### config.mk
export PLATFORM = sky130hd
export DESIGN_NAME = lfu_page_replacement
export DESIGN_NICKNAME = d
export VERILOG_FILES = /design/src/hw/rtl/lfu_pkg.sv /design/src/hw/rtl/lfu_cell.sv /design/src/hw/rtl/lfu_page_replacement.sv
export SDC_FILE = /design/constraint.sdc
export NUM_CORES = 2
export LEC_CHECK = 0
export ABC_CLOCK_PERIOD_IN_PS = 12000
export BUFFER_PORTS_ARGS = -buffer_cell sky130_fd_sc_hd__buf_2
export CELL_PAD_IN_SITES_DETAIL_PLACEMENT = 0
export CELL_PAD_IN_SITES_GLOBAL_PLACEMENT = 1
export CORE_MARGIN = 4
export CORE_UTILIZATION = 45
export DETAILED_ROUTE_END_ITERATION = 7
export PLACE_DENSITY = 0.76
export SYNTH_ARGS = -nofsm -noshare
export SYNTH_HDL_FRONTEND = slang
export SYNTH_SLANG_ARGS = --single-unit
### constraint.sdc
create_clock -name clk -period 12 [get_ports clk]
set_input_delay 0.6 -clock clk [delete_from_list [all_inputs] [get_ports clk]]
set_output_delay 0.6 -clock clk [all_outputs]
set_load 0.05 [all_outputs]
### src/hw/rtl/lfu_pkg.sv
package lfu_pkg;

    localparam int ENTRIES    = 16;
    localparam int COUNT_BITS = 16;

    localparam int IDX_W   = (ENTRIES > 1) ? $clog2(ENTRIES) : 1;
    localparam int SIZE_W  = $clog2(ENTRIES + 1);
    localparam int TAG_W   = 32;
    localparam int SLOT_W  = 4;
    localparam int HIT_W   = 32;
    localparam int TS_W    = 5;
    localparam int CFG_ADDR_W = 3;
    localparam int CFG_DATA_W = 32;
    localparam int OUT_DATA_W = 40;

    localparam logic [COUNT_BITS-1:0] CNT_MAX  = {COUNT_BITS{1'b1}};
    localparam logic [COUNT_BITS-1:0] CNT_ONE  = COUNT_BITS'(1);
    localparam logic [HIT_W-1:0]      HIT_MAX  = {HIT_W{1'b1}};
    localparam logic [TS_W-1:0]       TABLE_SIZE_RESET = TS_W'(16);

    // Register index, decoded from paddr above the byte offset.
    localparam logic [CFG_ADDR_W-3:0] REG_TABLE_SIZE = '0;

    typedef enum logic [1:0] {
        ST_IDLE,
        ST_SCAN,
        ST_DONE
    } state_t;

    // Carrier that walks the row of cells, one cell per cycle.
    typedef struct packed {
        logic                  hit;
        logic [IDX_W-1:0]      hit_idx;
        logic [COUNT_BITS-1:0] best_cnt;
        logic [IDX_W-1:0]      best_idx;
    } scan_t;

    // Update broadcast to all cells when a request completes.
    typedef struct packed {
        logic             en;
        logic             load;
        logic [IDX_W-1:0] slot;
        logic [TAG_W-1:0] tag;
    } upd_t;

endpackage

### src/hw/rtl/lfu_cell.sv
module lfu_cell (
    input  logic                       clk,
    input  logic                       rst_n,
    input  logic [lfu_pkg::IDX_W-1:0]  idx,
    input  logic [lfu_pkg::SIZE_W-1:0] size,
    input  logic [lfu_pkg::TAG_W-1:0]  page,
    input  lfu_pkg::scan_t             scan_in,
    output lfu_pkg::scan_t             scan_out,
    input  lfu_pkg::upd_t              upd
);
    import lfu_pkg::*;

    logic [TAG_W-1:0]      tag_reg;
    logic [COUNT_BITS-1:0] cnt_reg;
    logic                  valid_reg;
    scan_t                 scan_reg;
    scan_t                 scan_next;
    logic                  in_use;
    logic                  match;
    logic                  sel;

    assign in_use = SIZE_W'(idx) < size;
    assign match  = valid_reg && (tag_reg == page) && in_use;
    assign sel    = upd.en && (upd.slot == idx);

    always_comb
    begin
        scan_next = scan_in;
        if (in_use)
        begin
            if (!scan_in.hit && match)
            begin
                scan_next.hit     = 1'b1;
                scan_next.hit_idx = idx;
            end
            if (cnt_reg < scan_in.best_cnt)
            begin
                scan_next.best_cnt = cnt_reg;
                scan_next.best_idx = idx;
            end
        end
    end

    always_ff @(posedge clk or negedge rst_n)
    begin
        if (!rst_n)
        begin
            valid_reg <= 1'b0;
        end
        else if (sel && upd.load)
        begin
            valid_reg <= 1'b1;
        end
    end

    always_ff @(posedge clk)
    begin
        scan_reg <= scan_next;
        if (sel)
        begin
            if (upd.load)
            begin
                tag_reg <= upd.tag;
                cnt_reg <= CNT_ONE;
            end
            else if (cnt_reg != CNT_MAX)
            begin
                cnt_reg <= cnt_reg + CNT_ONE;
            end
        end
    end

    assign scan_out = scan_reg;

endmodule

### src/hw/rtl/lfu_page_replacement.sv
// Least-frequently-used page table.
// Requests arrive on the s_ side: s_tdata carries a 32-bit page number. Each
// request gives exactly one result on the m_ side: fault flag, slot index,
// eviction flag and the saturating running hit total.
// The lookup and the minimum-count search run along a row of 16 cells, the
// carrier moving one cell per clock. Once it has left the last cell the
// table is updated and the result registered, unless an earlier result is
// still waiting unaccepted in the output register. A new request is taken
// only after the previous one has updated the table.
// The result sits in an output register, so a new request is accepted while
// a previous result is still waiting; a stalled receiver only holds up the
// request behind it once that one has finished its scan.
// The APB port holds table_size at byte address 0; write it only while the
// block is idle. Reset empties the table, clears the hit total and sets
// table_size to 16. Tags and counts are not cleared: entries become valid as
// they are filled.
module lfu_page_replacement (
    input  logic                           clk,
    input  logic                           rst_n,
    input  logic                           s_tvalid,
    output logic                           s_tready,
    input  logic [31:0]                    s_tdata,   // [31:0] page_number
    output logic                           m_tvalid,
    input  logic                           m_tready,
    // [0] fault, [4:1] slot, [5] evicted, [37:6] hit_total, [39:38] zero
    output logic [lfu_pkg::OUT_DATA_W-1:0] m_tdata,
    input  logic                           psel,
    input  logic                           penable,
    input  logic                           pwrite,
    input  logic [lfu_pkg::CFG_ADDR_W-1:0] paddr,
    input  logic [lfu_pkg::CFG_DATA_W-1:0] pwdata,
    output logic [lfu_pkg::CFG_DATA_W-1:0] prdata,
    output logic                           pready
);
    import lfu_pkg::*;

    localparam int CMP_W = (SIZE_W > TS_W) ? SIZE_W : TS_W;
    localparam int SCAN_CNT_W = IDX_W;

    state_t                state_reg;
    state_t                state_next;
    logic [SCAN_CNT_W-1:0] cnt_reg;
    logic [SCAN_CNT_W-1:0] cnt_next;
    logic [TAG_W-1:0]      page_reg;
    logic [TS_W-1:0]       ts_reg;
    logic [SIZE_W-1:0]     fill_reg;
    logic [SIZE_W-1:0]     fill_next;
    logic [HIT_W-1:0]      hits_reg;
    logic [HIT_W-1:0]      hits_next;
    logic                  out_valid_reg;
    logic                  out_valid_next;
    logic                  out_fault_reg;
    logic [SLOT_W-1:0]     out_slot_reg;
    logic                  out_evict_reg;

    logic                  accept;
    logic                  fire;
    logic                  cfg_wr;
    logic [CMP_W-1:0]      ts_ext;
    logic [SIZE_W-1:0]     eff_size;
    logic                  full;
    logic [IDX_W-1:0]      res_slot;
    logic                  res_evict;
    upd_t                  upd;
    scan_t                 scan_init;
    scan_t                 chain [ENTRIES+1];

    // Effective table size, clamped to 1..ENTRIES.
    assign ts_ext = CMP_W'(ts_reg);
    always_comb
    begin
        priority if (ts_reg == '0)
            eff_size = SIZE_W'(1);
        else if (ts_ext > CMP_W'(ENTRIES))
            eff_size = SIZE_W'(ENTRIES);
        else
            eff_size = SIZE_W'(ts_ext);
    end

    assign full = fill_reg >= eff_size;

    assign scan_init = '{hit: 1'b0, hit_idx: '0, best_cnt: CNT_MAX, best_idx: '0};
    assign chain[0]  = scan_init;

    for (genvar k = 0; k < ENTRIES; k++)
    begin : g_cell
        lfu_cell u_cell (
            .clk      (clk),
            .rst_n    (rst_n),
            .idx      (IDX_W'(k)),
            .size     (eff_size),
            .page     (page_reg),
            .scan_in  (chain[k]),
            .scan_out (chain[k+1]),
            .upd      (upd)
        );
    end

    // Next state.
    always_comb
    begin
        state_next = state_reg;
        unique case (state_reg)
            ST_IDLE:
            begin
                if (s_tvalid)
                    state_next = ST_SCAN;
            end
            ST_SCAN:
            begin
                if (cnt_reg == SCAN_CNT_W'(ENTRIES - 1))
                    state_next = ST_DONE;
            end
            ST_DONE:
            begin
                if (!out_valid_reg || m_tready)
                    state_next = ST_IDLE;
            end
            default: state_next = ST_IDLE;
        endcase
    end

    // State outputs.
    always_comb
    begin
        s_tready = 1'b0;
        fire     = 1'b0;
        unique case (state_reg)
            ST_IDLE: s_tready = 1'b1;
            ST_SCAN: ;
            ST_DONE: fire = !out_valid_reg || m_tready;
            default: ;
        endcase
    end

    assign accept = s_tvalid && s_tready;

    always_comb
    begin
        cnt_next = cnt_reg;
        if (accept)
            cnt_next = '0;
        else if (state_reg == ST_SCAN)
            cnt_next = cnt_reg + SCAN_CNT_W'(1);
    end

    // Decision once the carrier has left the last cell.
    always_comb
    begin
        fill_next = fill_reg;
        hits_next = hits_reg;
        res_evict = 1'b0;
        upd.en    = fire;
        upd.tag   = page_reg;
        upd.load  = 1'b1;
        priority if (chain[ENTRIES].hit)
        begin
            res_slot = chain[ENTRIES].hit_idx;
            upd.load = 1'b0;
            if (hits_reg != HIT_MAX)
                hits_next = hits_reg + HIT_W'(1);
        end
        else if (!full)
        begin
            res_slot  = IDX_W'(fill_reg);
            fill_next = fill_reg + SIZE_W'(1);
        end
        else
        begin
            res_slot  = chain[ENTRIES].best_idx;
            res_evict = 1'b1;
        end
        upd.slot = res_slot;
    end

    always_comb
    begin
        out_valid_next = out_valid_reg;
        if (fire)
            out_valid_next = 1'b1;
        else if (m_tready)
            out_valid_next = 1'b0;
    end

    assign cfg_wr = psel && penable && pwrite && pready;

    always_ff @(posedge clk or negedge rst_n)
    begin
        if (!rst_n)
        begin
            state_reg     <= ST_IDLE;
            cnt_reg       <= '0;
            ts_reg        <= TABLE_SIZE_RESET;
            fill_reg      <= '0;
            hits_reg      <= '0;
            out_valid_reg <= 1'b0;
        end
        else
        begin
            state_reg     <= state_next;
            cnt_reg       <= cnt_next;
            out_valid_reg <= out_valid_next;
            if (fire)
            begin
                fill_reg <= fill_next;
                hits_reg <= hits_next;
            end
            if (cfg_wr && paddr[CFG_ADDR_W-1:2] == REG_TABLE_SIZE)
                ts_reg <= pwdata[TS_W-1:0];
        end
    end

    always_ff @(posedge clk)
    begin
        if (accept)
            page_reg <= s_tdata;
        if (fire)
        begin
            out_fault_reg <= !chain[ENTRIES].hit;
            out_slot_reg  <= SLOT_W'(res_slot);
            out_evict_reg <= res_evict;
        end
    end

    assign m_tvalid = out_valid_reg;
    assign m_tdata  = {2'b00, hits_reg, out_evict_reg, out_slot_reg, out_fault_reg};

    assign pready = 1'b1;
    assign prdata = (paddr[CFG_ADDR_W-1:2] == REG_TABLE_SIZE)
                    ? CFG_DATA_W'(ts_reg) : '0;

endmodule

Word level (Yosys, flattened, before mapping)
Cells that the tools add are included.
- input port bits: 74
- ROM bits: 0
- register bits: 1255
- memories kept: 0
- logic and storage cells: 468
- bits in writable memories: 0
- bits in latches: 0
- bitwise gates (word level): 3
- $mul: 0
- shift operators: 0
- reduce and logical (&&, ||, !) cells: 142
- divide/modulo/power cells: 0
- add/subtract/negate cells: 19
- mux-type cells: 79
- equality and inequality tests: 70
- $lt $le $gt $ge: 34
- operators by type and width (kind ; number):
    $eq A32 B32 Y1 ; 16
    $mux W25 ; 15
    $mux W20 ; 15
    $add A16 B1 Y16 const B ; 16
    $mux W16 ; 16
    $ne A16 B16 Y1 const B ; 16
    $lt A16 B16 Y1 ; 15
    $mux W5 ; 19
    $logic_and A1 B1 Y1 ; 83
    $reduce_and A2 Y1 ; 33
    $lt A4 B5 Y1 const A ; 8
    $ne A2 B2 Y1 const B ; 19
    $eq A4 B4 Y1 const B ; 9
    $add A32 B1 Y32 const B ; 1
    $ne A32 B32 Y1 const B ; 1
    $lt A3 B5 Y1 const A ; 4
    $logic_not A1 Y1 ; 17
    $eq A4 B3 Y1 const B ; 4
    $lt A16 B16 Y1 const B ; 1
    $mux W4 ; 4
    $lt A1 B5 Y1 const A ; 2
    $lt A2 B5 Y1 const A ; 2
    $reduce_and A3 Y1 ; 3
    $eq A4 B2 Y1 const B ; 2
    16 further kinds ; 26

Depth between registers and ports, before layout
- depth after elaboration: 9
- mapped depth: 13

Modules after synthesis
Synthesis repeated with hierarchy kept, for this count alone.
- cells, all modules: 4792
- area total of the unflattened synthesis: 60638.2 um^2
- by module, submodules not included (module ; cells an instance ; area each (um^2) ; times used ; sequential area each (um^2)):
    lfu_cell ; 280 ; 3545.9 ; 16 ; 1966.9
    lfu_page_replacement ; 312 ; 3903.7 ; 1 ; 2368.5

Worst setup path after synthesis
Ideal clock, no wire load.
- path kind: reg2reg
- start: reg ts_reg[4] (netlist: ts_ext[4])
- end: reg g_cell[14].u_cell.cnt_reg[0] (enable)
- slack: 6.329 ns
- setup time: 0.478 ns
- cell stages (with the launch flop): 12
- arrival: 5.193 ns
- data required time: 11.522 ns
- cells stage by stage: dfstp_2 > clkbuf_1 > inv_1 > ha_1 > buf_4 > or2_2 > a211oi_1 > or2_1 > buf_6 > mux2i_1 > o211ai_2 > a2111oi_0
- cells in the longest elaborated chain, start to end: 9
- elaborated cells between the ends (all ways): 10
- those cells by class: 2 x order compare; 1 x eq/ne; 4 x mux; 3 x reduce/logical
- ends and longest elaborated chain (what ; RTL line ; text):
    start, declared ; lfu_page_replacement.sv:45 ; logic [TS_W-1:0] ts_reg;
    start signal, assigned ; lfu_page_replacement.sv:209 ; ts_reg <= pwdata[TS_W-1:0];
    $gt A5 B5 Y1 ; lfu_page_replacement.sv:74 ; else if (ts_ext > CMP_W'(ENTRIES))
    $mux W5 ; lfu_page_replacement.sv:74 ;
    $mux W5 * ; lfu_page_replacement.sv:72 ; priority if (ts_reg == '0)
    $ge A5 B5 Y1 * ; lfu_page_replacement.sv:80 ; assign full = fill_reg >= eff_size;
    $mux W4 * ; lfu_page_replacement.sv:163 ; else if (!full)
    $mux W4 * ; lfu_page_replacement.sv:156 ; priority if (chain[ENTRIES].hit)
    $eq A4 B4 Y1 * ; lfu_cell.sv:24 ; assign sel = upd.en && (upd.slot == idx);
    $logic_and A1 B1 Y1 * ; lfu_cell.sv:24 ;
    $reduce_and A2 Y1 (no line) * ; -- ;
    end signal, assigned ; lfu_cell.sv:68 ; cnt_reg <= cnt_reg + CNT_ONE;
    end, declared ; lfu_cell.sv:14 ; logic [COUNT_BITS-1:0] cnt_reg;
Mark *: on every way between the ends. The rest lies on a longest branch, timed or not.
A chain may end at the register's enable or synchronous reset.

==> flow_metrics.env <==
export IMPL_io_pins=149
export IMPL_syn_instance_count=4471
export IMPL_dp_cells=6115
export IMPL_synth_warnings=0
export IMPL_status="finished, final reports clean"
export IMPL_drt_total_wl_mm=120
export IMPL_yosys_area_share_simple_pct=11.1
export IMPL_reg2reg_depth=8
export IMPL_setup_tns_ps=0
export IMPL_clkPwrFrac_pct=38.0
export IMPL_clock_sinks=1225
export IMPL_synthAdderAreaFrac_pct=5.60
export IMPL_antenna_cells=0
export IMPL_grt_use_total_pct=18.4
export IMPL_cts_setup_buffers=0
export IMPL_wl_met3_mm=6.01
export IMPL_ys_flop_type="edfxtp_1"
export IMPL_wl_met2_mm=55.4
export IMPL_worstSetupPathType="flip-flop to flip-flop"
export IMPL_report_final_slew_viol_count=0
export IMPL_setup_viol=0
export IMPL_p_per_area_mw_per_mm2=167
export IMPL_clk_pin_slew_worst_paths_ps=60
export IMPL_num_nets_final=4977
export IMPL_ir_worst_vdd_mv=0.162
export IMPL_synthXorXnorAreaFrac_pct=11.2
export IMPL_route_detailed_drc=0
export IMPL_power_internal_mw=7.75
export IMPL_port_buffers=89
export IMPL_clock_skew_final_ps=28.0
export IMPL_cts_resized=0
export IMPL_grt_max_degree=91
export IMPL_slew_headroom_pct=18.6
export IMPL_fin_cells=6385
export IMPL_dieArea_sq_mm=0.129
export IMPL_die_w_um=360
export IMPL_fp_row_count=128
export IMPL_synth_edff_count=806
export IMPL_drive_gt1_share_pct=14.3
export IMPL_synth_mux_area_share_pct=4.74
export IMPL_start_util_pct=45.5
export IMPL_vias=33300
export IMPL_core_sq_mm=0.122
export IMPL_grt_antenna_before_repair=3
export IMPL_syn_to_final_growth_pct=12.6
export IMPL_synth_top_family_by_area="XOR/XNOR gates"
export IMPL_clock_latency_ps=750
export IMPL_cts_root_buf="clkbuf_16"
export IMPL_switching_share_pct=26.0
export IMPL_max_slew_worst_pin_slew_ps=1220
export IMPL_hold_viol=0
export IMPL_cp_max_fo=16
export IMPL_die_h_um=360
export IMPL_synth_compound_area_share_pct=4.64
export IMPL_end_kind="flip-flop"
export IMPL_p_sw_mw=2.73
export IMPL_grt_pass1_vias=33300
export IMPL_post_drt_wl_per_cell_um=18.8
export IMPL_antenna_left=0
export IMPL_final_common_cell="edfxtp_1"
export IMPL_critPathLaunchType="flip-flop"
export IMPL_clockBufferDepth=3
export IMPL_drtPass1Iterations=5
export IMPL_max_freq_ghz=0.204
export IMPL_post_route_period_util_pct=40.8
export IMPL_hold_depth=1
export IMPL_place_hpwl_mm=77.0
export IMPL_cp_data_arrival_time_ps=5240
export IMPL_drv_cap=0
export IMPL_period_needed_ps=4890
export IMPL_largest_register_ffs=512
export IMPL_synth_area_sq_mm=0.0557
export IMPL_synth_seq_area_share_pct=59.1
export IMPL_synthArstFlopShare_pct=5.31
export IMPL_via_per_inst=5.22
export IMPL_grt_overflow=0
export IMPL_yosysUniqueCellTypes=86
export IMPL_comb_power_share_pct=14.8
export IMPL_cts_tree="done"
export IMPL_power_frac_seq_pct=47.2
export IMPL_cts_made_buffers=132
export IMPL_top_layer="met5"
export IMPL_final_cell_mix="edfxtp_1 (806), xnor2_1 (494), dfxtp_1 (353)"
export IMPL_avgSynthCellArea_sq_um=12.4
export IMPL_hold_class="primary input to flip-flop"
export IMPL_met1_length_mm=55.4
export IMPL_place_gp_congestion=0.795
export IMPL_power_leakage_nw=22.5
export IMPL_postCtsHoldBufs=30
export IMPL_ys_ff_latch=1225
export IMPL_grt_pass1_wl_mm=188
export IMPL_cts_max_level=4
export IMPL_rsz0062_at_grt="false"
export IMPL_drtIter0Drc=2109
export IMPL_crit_required_ps=12350
## cell families (layout without fill, tap and decap cells)
kind of cell	Yosys count	after routing
buf+inv	467	728
compound gates	376	376
fa+ha+maj	249	249
mux	236	236
other cells	2	30
xor+xnor	710	710
simple gates	1206	1206
flops	1225	1225
## path summary, 6_finish.rpt
kind / startpoint / endpoint / slack, ps
max reg2reg: ts_ext[4] / g_cell[9].u_cell.cnt_reg[7] / 7110
min reg2reg: g_cell[0].u_cell.scan_out[24] / g_cell[1].u_cell.scan_out[20] / 400
min: s_tdata[1] / page_reg[1] / 60
max: ts_ext[4] / g_cell[9].u_cell.cnt_reg[7] / 7110
max in group asynchronous: rst_n / g_cell[0].u_cell.valid_reg / 11270
min in group asynchronous: rst_n / hits_reg[28] / 80
## area by class of cell
type | count | area [sq um]
clock buffer | 180 | 3670
tap | 1625 | 2030
inverter | 285 | 1070
multi-input combinational | 2807 | 21000
fill | 10600 | 59700
sequential | 1225 | 32900
timing repair buffer | 203 | 1380
clock inverter | 60 | 591
## power by group through the flow
stage | sequential [mW] | clock (mW) | combinational (mW)
2_1_floorplan | 4.99 | 0 | 1.10
3_3_place_gp | 5.04 | 0 | 1.52
3_5_place_dp | 5.04 | 0 | 1.54
4_1_cts | 4.95 | 4.08 | 1.57
5_1_grt | 4.98 | 4.27 | 1.73
6_report | 4.95 | 3.98 | 1.55
## cell usage after synthesis (37+ instances only)
master,instances,share of area (%)
edfxtp_1,806,43
xnor2_1,494,7.8
dfxtp_1,354,13
nor2_1,324,2.2
inv_1,283,1.9
ha_1,249,5.6
mux2_2,219,4.4
xor2_1,216,3.4
nand4_1,185,2.1
nand2_1,157,1.1
nand3_1,129,1.2
a21oi_1,105,0.94
clkbuf_1,89,0.60
nand2b_1,71,0.80
o21ai_0,69,0.62
dfrtp_1,64,2.9
nor3_1,56,0.50
buf_2,51,0.46
a21o_1,45,0.61
nor2b_1,45,0.51
nor4_1,44,0.49
or2_2,41,0.46
and2_1,38,0.43
and3_1,38,0.43
buf_4,37,0.50
## critical path, stage by stage, from the launching register on
cell      delay [ps]
dfstp_2          700
inv_1            240
ha_1             540
a21oi_1          490
mux2i_1          300
o211ai_2         220
a21oi_2          480
nand3_2          600
and3b_1          900
## stage by stage
stage	setup WS [ps]	instance area, sq um	power [mW]	hold slack, ps	utilization [%]
2_1_floorplan	6330	55800	6.10	304	-
3_3_place_gp	7160	58100	6.56	385	47.5
3_5_place_dp	7100	58100	6.58	395	47.5
4_1_cts	7050	62700	10.6	5.70	51.2
5_1_grt	6860	62700	11.0	19.7	51.2
6_report	7110	62700	10.5	63.7	51.2
## layer usage
layer / global-route usage, % / vias up
li1: - / 16100
met1: 25.3 / 16300
met2: 29.8 / 691
met3: 3.15 / 197
met4: 5.99 / 2
met5: 0 / -
(Power assumes the default switching activity.)
